### src/rtl/cltok_pkg.sv
package cltok_pkg;

    localparam int MAX_TEXT_LEN_DEF = 4096;
    localparam int FIELD_W          = 13;

    localparam logic [1:0] MODE_BETWEEN = 2'd0;
    localparam logic [1:0] MODE_WORD    = 2'd1;
    localparam logic [1:0] MODE_STRING  = 2'd2;

    localparam logic [2:0] KIND_STRING = 3'd3;
    localparam logic [2:0] KIND_END    = 3'd4;
    localparam logic [2:0] KIND_ERROR  = 3'd5;

    localparam logic [2:0] ERR_NONE         = 3'd0;
    localparam logic [2:0] ERR_EMPTY        = 3'd1;
    localparam logic [2:0] ERR_DIGIT        = 3'd2;
    localparam logic [2:0] ERR_SYMBOL       = 3'd3;
    localparam logic [2:0] ERR_EMPTY_STRING = 3'd4;
    localparam logic [2:0] ERR_UNTERMINATED = 3'd5;
    localparam logic [2:0] ERR_LONE_DDASH   = 3'd6;
    localparam logic [2:0] ERR_LONE_DASH    = 3'd7;

    localparam logic [7:0] CH_SPACE = 8'h20;
    localparam logic [7:0] CH_DASH  = 8'h2D;
    localparam logic [7:0] CH_QUOTE = 8'h22;

    typedef struct packed {
        logic                 last_of_run;
        logic                 final_res;
        logic [FIELD_W-1:0]   length;
        logic [FIELD_W-1:0]   pos;
        logic [2:0]           error_code;
        logic [2:0]           kind;
    } res_t;

    function automatic res_t make_res(input logic [2:0] kind, input logic [2:0] code,
                                      input logic [FIELD_W-1:0] pos,
                                      input logic [FIELD_W-1:0] len, input logic fin);
        res_t r;
        r.kind        = kind;
        r.error_code  = code;
        r.pos         = pos;
        r.length      = len;
        r.final_res   = fin;
        r.last_of_run = 1'b0;
        return r;
    endfunction

endpackage

### src/rtl/command_line_tokenizer_core.sv
// An accepted beat is held in an input register; when it is processed, its results are written
// into the result queue, whose head entry drives the output combinationally.
// Throughput: one input beat per cycle while each beat yields at most one result and
// m_tready stays high; a beat yielding two results (token plus end) writes both into the queue at once.
// The four-entry result queue sets the stall point: input is processed only
// while at least two entries are free.
// Reset (aresetn low, synchronous) clears the tokenizer state and empties the queue.
module command_line_tokenizer_core #(
    parameter int MAX_TEXT_LEN = cltok_pkg::MAX_TEXT_LEN_DEF
) (
    input  logic        aclk,
    input  logic        aresetn,
    input  logic        s_tvalid,
    output logic        s_tready,
    input  logic [7:0]  s_tdata,   // ch
    input  logic        s_tuser,   // has_char
    input  logic        s_tlast,   // last
    output logic        m_tvalid,
    input  logic        m_tready,
    output logic [31:0] m_tdata,   // kind[2:0], error_code[5:3], pos[18:6], length[31:19]
    output logic        m_tuser,   // final_res
    output logic        m_tlast    // last_of_run
);
    import cltok_pkg::*;

    localparam int PW    = $clog2(MAX_TEXT_LEN + 1);
    localparam int DEPTH = 4;
    localparam int AW    = $clog2(DEPTH);

    function automatic logic [FIELD_W-1:0] to_field(input logic [PW-1:0] v);
        logic [PW+FIELD_W-1:0] e;
        e = {{FIELD_W{1'b0}}, v};
        return e[FIELD_W-1:0];
    endfunction

    logic          in_valid_reg;
    logic [7:0]    ch_reg;
    logic          has_reg;
    logic          last_reg;

    logic [1:0]    mode_reg, mode_next;
    logic [PW-1:0] position_reg, position_next;
    logic [PW-1:0] tstart_reg, tstart_next;
    logic [1:0]    dash_reg, dash_next;
    logic          ident_reg, ident_next;
    logic          sne_reg, sne_next;
    logic          err_reg, err_next;

    res_t          r0, r1;
    logic [1:0]    n;
    logic          is_digit, is_alnum, ident_ok;

    res_t          fifo_mem [DEPTH];
    logic [AW-1:0] wr_ptr_reg, rd_ptr_reg;
    logic [AW:0]   cnt_reg;
    logic          fire, pop;

    assign fire     = in_valid_reg && (cnt_reg <= (AW+1)'(DEPTH - 2));
    assign s_tready = !in_valid_reg || fire;
    assign m_tvalid = (cnt_reg != '0);
    assign pop      = m_tvalid && m_tready;

    assign is_digit = (ch_reg >= 8'h30) && (ch_reg <= 8'h39);
    assign is_alnum = is_digit || ((ch_reg >= 8'h61) && (ch_reg <= 8'h7A))
                      || ((ch_reg >= 8'h41) && (ch_reg <= 8'h5A));
    assign ident_ok = is_alnum || (ch_reg == CH_DASH);

    always_comb begin
        res_t rr;
        mode_next     = mode_reg;
        position_next = position_reg;
        tstart_next   = tstart_reg;
        dash_next     = dash_reg;
        ident_next    = ident_reg;
        sne_next      = sne_reg;
        err_next      = err_reg;
        r0 = '0;
        r1 = '0;
        n  = 2'd0;
        rr = '0;

        if (!err_reg && has_reg && (position_reg < PW'(MAX_TEXT_LEN))) begin
            case (mode_reg)
                MODE_BETWEEN: begin
                    if (ch_reg == CH_QUOTE) begin
                        mode_next   = MODE_STRING;
                        tstart_next = position_reg;
                        sne_next    = 1'b0;
                    end else if (ch_reg != CH_SPACE) begin
                        mode_next   = MODE_WORD;
                        tstart_next = position_reg;
                        ident_next  = 1'b0;
                        if (ch_reg == CH_DASH) begin
                            dash_next = 2'd1;
                        end else begin
                            dash_next = 2'd0;
                            if (is_digit) begin
                                r0 = make_res(KIND_ERROR, ERR_DIGIT, to_field(position_reg),
                                              '0, 1'b1);
                                n = 2'd1;
                                err_next = 1'b1;
                            end else if (!ident_ok) begin
                                r0 = make_res(KIND_ERROR, ERR_SYMBOL, to_field(position_reg),
                                              '0, 1'b1);
                                n = 2'd1;
                                err_next = 1'b1;
                            end else begin
                                ident_next = 1'b1;
                            end
                        end
                    end
                end
                MODE_WORD: begin
                    if (ch_reg == CH_SPACE) begin
                        mode_next = MODE_BETWEEN;
                        if (!ident_reg) begin
                            r0 = make_res(KIND_ERROR,
                                          (dash_reg == 2'd2) ? ERR_LONE_DDASH : ERR_LONE_DASH,
                                          to_field(tstart_reg), '0, 1'b1);
                            err_next = 1'b1;
                        end else begin
                            r0 = make_res({1'b0, dash_reg}, ERR_NONE, to_field(tstart_reg),
                                          to_field(position_reg - tstart_reg), 1'b0);
                        end
                        n = 2'd1;
                    end else if (dash_reg == 2'd1 && !ident_reg && ch_reg == CH_DASH) begin
                        dash_next = 2'd2;
                    end else if (!ident_reg && is_digit) begin
                        r0 = make_res(KIND_ERROR, ERR_DIGIT, to_field(tstart_reg), '0, 1'b1);
                        n = 2'd1;
                        err_next = 1'b1;
                    end else if (!ident_ok) begin
                        r0 = make_res(KIND_ERROR, ERR_SYMBOL, to_field(tstart_reg), '0, 1'b1);
                        n = 2'd1;
                        err_next = 1'b1;
                    end else begin
                        ident_next = 1'b1;
                    end
                end
                default: begin
                    if (ch_reg == CH_QUOTE) begin
                        mode_next = MODE_BETWEEN;
                        if (!sne_reg) begin
                            r0 = make_res(KIND_ERROR, ERR_EMPTY_STRING, to_field(tstart_reg),
                                          '0, 1'b1);
                            err_next = 1'b1;
                        end else begin
                            r0 = make_res(KIND_STRING, ERR_NONE,
                                          to_field(position_reg + PW'(1)),
                                          to_field(position_reg - tstart_reg - PW'(1)), 1'b0);
                        end
                        n = 2'd1;
                    end else begin
                        sne_next = 1'b1;
                    end
                end
            endcase
            position_next = position_reg + PW'(1);
        end

        if (last_reg && !err_next) begin
            if (position_next == '0) begin
                r0 = make_res(KIND_ERROR, ERR_EMPTY, '0, '0, 1'b1);
                n = 2'd1;
            end else begin
                rr = make_res(KIND_END, ERR_NONE, to_field(position_next), '0, 1'b1);
                if (mode_next == MODE_WORD) begin
                    if (!ident_next) begin
                        rr = make_res(KIND_ERROR,
                                      (dash_next == 2'd2) ? ERR_LONE_DDASH : ERR_LONE_DASH,
                                      to_field(tstart_next), '0, 1'b1);
                    end else begin
                        r0 = make_res({1'b0, dash_next}, ERR_NONE, to_field(tstart_next),
                                      to_field(position_next - tstart_next), 1'b0);
                        n = 2'd1;
                    end
                end else if (mode_next == MODE_STRING) begin
                    rr = make_res(KIND_ERROR, ERR_UNTERMINATED, to_field(tstart_next),
                                  '0, 1'b1);
                end
                if (n == 2'd0) begin
                    r0 = rr;
                    n  = 2'd1;
                end else begin
                    r1 = rr;
                    n  = 2'd2;
                end
            end
        end

        if (n == 2'd1) begin
            r0.last_of_run = 1'b1;
        end
        if (n == 2'd2) begin
            r1.last_of_run = 1'b1;
        end

        if (last_reg) begin
            mode_next     = MODE_BETWEEN;
            position_next = '0;
            tstart_next   = '0;
            dash_next     = 2'd0;
            ident_next    = 1'b0;
            sne_next      = 1'b0;
            err_next      = 1'b0;
        end
    end

    always_ff @(posedge aclk) begin
        if (!aresetn) begin
            in_valid_reg <= 1'b0;
        end else if (s_tready) begin
            in_valid_reg <= s_tvalid;
        end
    end

    always_ff @(posedge aclk) begin
        if (s_tvalid && s_tready) begin
            ch_reg   <= s_tdata;
            has_reg  <= s_tuser;
            last_reg <= s_tlast;
        end
    end

    always_ff @(posedge aclk) begin
        if (!aresetn) begin
            mode_reg     <= MODE_BETWEEN;
            position_reg <= '0;
            tstart_reg   <= '0;
            dash_reg     <= 2'd0;
            ident_reg    <= 1'b0;
            sne_reg      <= 1'b0;
            err_reg      <= 1'b0;
        end else if (fire) begin
            mode_reg     <= mode_next;
            position_reg <= position_next;
            tstart_reg   <= tstart_next;
            dash_reg     <= dash_next;
            ident_reg    <= ident_next;
            sne_reg      <= sne_next;
            err_reg      <= err_next;
        end
    end

    always_ff @(posedge aclk) begin
        if (fire && n != 2'd0) begin
            fifo_mem[wr_ptr_reg] <= r0;
        end
        if (fire && n == 2'd2) begin
            fifo_mem[wr_ptr_reg + AW'(1)] <= r1;
        end
    end

    always_ff @(posedge aclk) begin
        if (!aresetn) begin
            wr_ptr_reg <= '0;
            rd_ptr_reg <= '0;
            cnt_reg    <= '0;
        end else begin
            if (fire) begin
                wr_ptr_reg <= wr_ptr_reg + AW'(n);
            end
            if (pop) begin
                rd_ptr_reg <= rd_ptr_reg + AW'(1);
            end
            cnt_reg <= cnt_reg + (fire ? (AW+1)'(n) : '0) - (pop ? (AW+1)'(1) : '0);
        end
    end

    always_comb begin
        res_t head;
        head    = fifo_mem[rd_ptr_reg];
        m_tdata = {head.length, head.pos, head.error_code, head.kind};
        m_tuser = head.final_res;
        m_tlast = head.last_of_run;
    end

endmodule
### config.mk
export PLATFORM = sky130hd
export DESIGN_NAME = command_line_tokenizer_core
export DESIGN_NICKNAME = d
export VERILOG_FILES = /design/src/rtl/cltok_pkg.sv /design/src/rtl/command_line_tokenizer_core.sv
export SDC_FILE = /design/constraint.sdc
export NUM_CORES = 1
export LEC_CHECK = 0
export ABC_AREA = 1
export BUFFER_PORTS_ARGS = -buffer_cell sky130_fd_sc_hd__clkbuf_2
export CAP_MARGIN = 20
export CELL_PAD_IN_SITES_DETAIL_PLACEMENT = 0
export CELL_PAD_IN_SITES_GLOBAL_PLACEMENT = 1
export CORE_ASPECT_RATIO = 1.5
export CORE_MARGIN = 5
export CORE_UTILIZATION = 30
export DETAILED_ROUTE_END_ITERATION = 12
export PLACE_DENSITY = 0.69
export SYNTH_ARGS = -nofsm -noshare
export SYNTH_HDL_FRONTEND = slang
export SYNTH_SLANG_ARGS = --single-unit
### constraint.sdc
create_clock -name aclk -period 4.3 [get_ports aclk]
set_input_delay 0.645 -clock aclk [delete_from_list [all_inputs] [get_ports aclk]]
set_output_delay 0.645 -clock aclk [all_outputs]
set_load 0.005 [all_outputs]
==> flow_summary.toml, run 1 <==
[outcome]
outcome = "finished clean"

[synthesis]
synthArstFlopShare = 0
synth_cells = 1900
synth_flop_cell = "dfxtp_1"
seq_area_frac_synth = 0.359
yosysTopAreaCellShare = 0.203
ys_top_cells_by_count = "nand2_1 (654), nand3_1 (186), nor2_1 (172), inv_1 (161), o21ai_0 (133)"
syn_nets = 1947
syn_area_per_cell_sq_um = 6.69
synth_edf_count = 86
yosysTopAreaCell = "edfxtp_1"
synth_area_sq_um = 12700
synth-seq-cells = 185
ys_types = 49
synth_warnings = 0
synthMostInstantiatedCell = "nand2_1"
ys_top_cells_by_area = "edfxtp_1 (20%), nand2_1 (19%), dfxtp_1 (16%)"

[cells_and_area]
largest_reg_flops = 132
antenna_cells = 0
drive_gt1_frac = 0.107
area_growth_pct = 12.4
final_cells = 2515
final_area_sq_um = 14300
final_nets = 1985

[die]
pin_count = 50
row_count = 92
die_w_microns = 178
core_sq_um = 42000
start_util = 0.302
fp.dieH_microns = 262
die-area_sq_um = 46600

[sta]
max_slew_margin = 0.327
fin_skew_ps = 14.5
worst_pin_slew_ps = 1010
slew_violations = 0
setup_viol = 0
finalHoldViolCount = 0
rsz0062_at_grt = "false"
min_period_ps = 4060
setup_tns_ps = 0
max_freq_mhz = 247
period_share = 0.943
hold_slack_ps = 341
setup_slack_ps = 245

[global_route]
grt_antenna_before_repair = 0
track_usage = 0.203
grt_first_pass_wirelength_microns = 72200
grt_overflow = 0
grt_pass1_vias = 12500
grt_start_max_net_pins = 67

[clocking]
h-tree-depth = 4
cts_buffer_depth = 2
cts-resized-gates = 0
ctsHoldBuffers = 0
cts.clk_slew.worst_paths_ps = 90
post-cts-setup-buffers = 0
clk_latency_ps = 470
cts_tree = "done"
clock-root-buffer = "clkbuf_16"
cts.sinks = 185
numCtsBuffers = 17

[critical_path]
crit_arrival_ps = 4480
required_ps = 4720
crit_chain = "inv_2 -> nand3_4 -> inv_2 -> nand2_2 -> nor2_2 -> nand2_1 -> buf_4 -> buf_4 -> o21ai_0 -> inv_1 -> ha_1 -> nand2_1 -> nand2_1 -> a31oi_1 -> o21ai_0 -> nor2_1 -> nand2_1 -> nand3_1 -> nor2_1 -> nor2_1 -> nand2_1 -> nand2_1 -> nand2_1 -> nand2_1"
crit_family = "simple AND/OR/NAND/NOR gates"
critPathMaxStageDelay_ps = 570
slowest_stage = "o21ai_0"
cp.buffers_inverters = 5
critPathLaunchType = "flip-flop"
path_common_cell = "nand2_1"
cp-end-kind = "flip-flop"
crit_type = "flip-flop to flip-flop"
path_max_fanout = 15

[route]
ant_nets = 0
wire_per_inst_microns = 18.8
viasPerCell = 5.10
wl_microns = 47300
vias = 12800
drcViolationCount = 0
first_pass_iters = 5
drtIter0Drc = 993

[power_and_ir_drop]
max-vdd-ir-drop_mv = 0.211
power.density_nw_per_um2 = 400
p_leak_nw = 6.62

[placement]
placed_cell_area_sq_um = 13600
gp_congestion = 1.03
place_inst = 2483
port-buffer-count = 49
dp_hpwl_microns = 35600
dp_slack_ps = 373

[job]
maxCapViolations = 0

[hold_path]
min_path_type = "primary input to flip-flop"
metrics by stage:
| stage | power, mW | utilization |
|---|---|---|
| after global routing | 6.02 | 0.340 |
| after global placement | 4.01 | 0.324 |
| after CTS | 5.76 | 0.340 |
| final | 5.71 | 0.340 |
| after floorplan | 3.29 | - |
| after detailed placement | 4.03 | 0.324 |
power by group:
group / internal, mW / switching, mW
combinational: 0.597 / 1.40
sequential: 1.92 / 0.0520
clock: 0.824 / 0.911
final cells by class:
| type | instances | area (sq um) |
|---|---|---|
| timing repair buffer | 100 | 628 |
| inverter | 181 | 679 |
| clock buffer | 17 | 425 |
| clock inverter | 15 | 218 |
| sequential | 185 | 4570 |
| fill | 4553 | 27700 |
| tap | 564 | 706 |
| multi-input combinational | 1453 | 7050 |
worst reg2reg max path: stages (launching register included):
cell and delay (ps):
dfxtp_1 360, inv_2 120, nand3_4 80, inv_2 70, nand2_2 100, nor2_2 190
nand2_1 70, buf_4 190, buf_4 190, o21ai_0 570, inv_1 170, ha_1 400
nand2_1 100, nand2_1 100, a31oi_1 240, o21ai_0 150, nor2_1 200, nand2_1 80
nand3_1 70, nor2_1 60, nor2_1 100, nand2_1 60, nand2_1 170, nand2_1 80
nand2_1 90
final timing paths:
path	from	end	slack, ps	depth (start not counted)
setup / recovery	position_reg[12]$_SDFFE_PN0P_	fifo_mem[1][31]$_SDFFE_PP0N_	240	24
hold / removal	s_tdata[2]	ch_reg[2]$_DFFE_PP_	340	1
setup reg to reg	position_reg[12]$_SDFFE_PN0P_	fifo_mem[1][31]$_SDFFE_PP0N_	240	24
hold reg to reg	fifo_mem[2][25]$_SDFFE_PP0N_	fifo_mem[2][25]$_SDFFE_PP0N_	470	2
metal layers:
layer | part of all wire | vias up | global-route usage
li1 | - | 6307 | -
met1 | 0.38 | 5983 | 0.223
met2 | 0.52 | 423 | 0.372
met3 | 0.045 | 125 | 0.0276
met4 | 0.056 | 0 | 0.110
met5 | 0 | - | 0
logic make-up (layout without fill, tap and decap cells):
group	Yosys count	after routing	synth area share
DFF	185	185	0.359
adders and majority gates	33	33	0.0343
and+or+nand+nor	1105	1105	0.380
AOI/OAI and AO/OA	293	293	0.126
buffers and inverters	262	313	0.0854
xor gates and xnor gates	22	22	0.0152
cell usage in the layout, fill, tap and decap left out, types with 11 or more instances in the layout:
cell type,n
dfxtp_1,98
inv_1,160
clkbuf_2,49
clkbuf_16,17
edfxtp_1,86
nand4_1,19
nand2_2,11
nand2_1,654
nand3_1,186
a21oi_1,80
nor3_1,12
nor2_1,172
buf_4,51
o21ai_0,133
xor2_1,13
ha_1,30
inv_2,17
o22ai_1,40
Power figures use the tool's default switching activity.
==> inputs of run 2 (changes only) <==
--- a/config.mk
+++ b/config.mk
@@ -12,9 +12,9 @@
 export CELL_PAD_IN_SITES_GLOBAL_PLACEMENT = 1
 export CORE_ASPECT_RATIO = 1.5
 export CORE_MARGIN = 5
-export CORE_UTILIZATION = 30
+export CORE_UTILIZATION = 46
 export DETAILED_ROUTE_END_ITERATION = 12
-export PLACE_DENSITY = 0.69
+export PLACE_DENSITY = 0.94
 export SYNTH_ARGS = -nofsm -noshare
 export SYNTH_HDL_FRONTEND = slang
 export SYNTH_SLANG_ARGS = --single-unit
==> flow_summary.toml, run 2 (synthesis gave the netlist of run 1 again) <==
[die]
die-area_sq_um = 31100
fp.dieH_microns = 214
start_util = 0.467
pin_count = 50
core_sq_um = 27200
die_w_microns = 146
row_count = 74

[cells_and_area]
final_common_cell = "nand2_1"
final_cell_mix = "nand2_1 (654), nand3_1 (186), nor2_1 (172), inv_1 (161), o21ai_0 (133)"
final_cells = 2294
final_area_sq_um = 14000
area_growth_pct = 10.4
final_nets = 1986
fillers = 2723
largest_reg_flops = 132
final_util = 0.515
antenna_cells = 0
drive_gt1_frac = 0.107

[route]
wire_per_inst_microns = 19.5
vias = 13000
drcViolationCount = 0
viasPerCell = 5.68
first_pass_iters = 5
wl_microns = 44700
drtIter0Drc = 1147
ant_nets = 0

[critical_path]
required_ps = 4660
critPathLaunchType = "flip-flop"
crit_arrival_ps = 4190
cp-end-kind = "flip-flop"
crit_type = "flip-flop to flip-flop"
r2r_cells = 22
path_max_fanout = 24

[placement]
dp_hpwl_microns = 33500
port-buffer-count = 49
place_inst = 2262
dp_slack_ps = 553
placed_cell_area_sq_um = 13400
gp_congestion = 1.01

[global_route]
grt_start_max_net_pins = 67
grt_antenna_before_repair = 0
track_usage = 0.284
grt_pass1_vias = 12500
grt_first_pass_wirelength_microns = 69400
grt_overflow = 0

[sta]
finalHoldViolCount = 0
fin_skew_ps = 14.4
max_slew_margin = 0.261
max_freq_mhz = 261
rsz0062_at_grt = "false"
setup_slack_ps = 474
hold_slack_ps = 343
worst_pin_slew_ps = 1110
setup_viol = 0
setup_tns_ps = 0
period_share = 0.890
slew_violations = 0
min_period_ps = 3830

[clocking]
h-tree-depth = 4
numCtsBuffers = 17
post-cts-setup-buffers = 0
cts.sinks = 185
cts.clk_slew.worst_paths_ps = 80
cts_buffer_depth = 2
clk_latency_ps = 470
clock-root-buffer = "clkbuf_16"
ctsHoldBuffers = 0
cts-resized-gates = 0
cts_tree = "done"

[power_and_ir_drop]
max-vdd-ir-drop_mv = 0.356
p_leak_nw = 6.64
power.density_nw_per_um2 = 403
finalPower_mw = 5.65

[outcome]
outcome = "finished clean"

[hold_path]
min_path_cells = 1
min_path_type = "primary input to flip-flop"

[job]
maxCapViolations = 0
-- run 2: cell types whose count changed in the layout (fill, tap and decap cells not counted), moves of 2 or more --
cell,before,now
inv_12,5,0
clkinv_8,4,0
buf_12,0,2
bufinv_16,0,2
clkbuf_16,17,19
inv_4,0,2
-- run 2: area by class of cell --
| cell class | count | area, sq um | share of cell area |
|---|---|---|---|
| clock buffers | 21 | 493 | 0.0352 |
| clock inverters | 11 | 141 | 0.0101 |
| repair buffers | 101 | 661 | 0.0471 |
| inverters | 181 | 679 | 0.0485 |
| multi-input cells | 1453 | 7050 | 0.503 |
| well taps | 342 | 428 | 0.0305 |
| flip-flops and latches | 185 | 4570 | 0.326 |
-- run 2: critical path, stage by stage (launching register included) --
cell      delay, ps
edfxtp_1        460
inv_2           130
nor2_4           50
nand2_4          90
nor2_2           60
inv_2           110
nand2_1         100
buf_12          160
o21ai_0         530
inv_1           140
ha_1            410
nand2_1          90
nand2_1          90
a31oi_1         190
o21ai_0         120
nor2_1          200
nor2_1           60
nor2_1          240
nor2_1          110
nand2_1          80
nand2_1         120
nand2_1          90
nand2_1          50
-- run 2: routing by layer --
metal	GRT usage	vias up	part of all wire
li1	-	6300	-
met1	0.315	6026	0.37
met2	0.504	568	0.50
met3	0.0397	138	0.060
met4	0.198	0	0.070
met5	0	-	0
-- run 2: path summary, 6_finish.rpt --
kind                            slack (ps)                            to                          from
worst min-delay path                   340            last_reg$_DFFE_PP_                       s_tlast
worst min register to register         460  fifo_mem[2][20]$_SDFFE_PP0N_  fifo_mem[2][20]$_SDFFE_PP0N_
worst max register to register         470  fifo_mem[3][31]$_SDFFE_PP0N_           ch_reg[5]$_DFFE_PP_
worst max-delay path                   470  fifo_mem[3][31]$_SDFFE_PP0N_           ch_reg[5]$_DFFE_PP_
-- run 2: power by group --
group          internal, mW  leakage, nW  total [mW]  switching, mW
combinational         0.600         4.73        1.93           1.33
clock                 0.961        0.316        1.74          0.779
sequential             1.92         1.59        1.98         0.0560
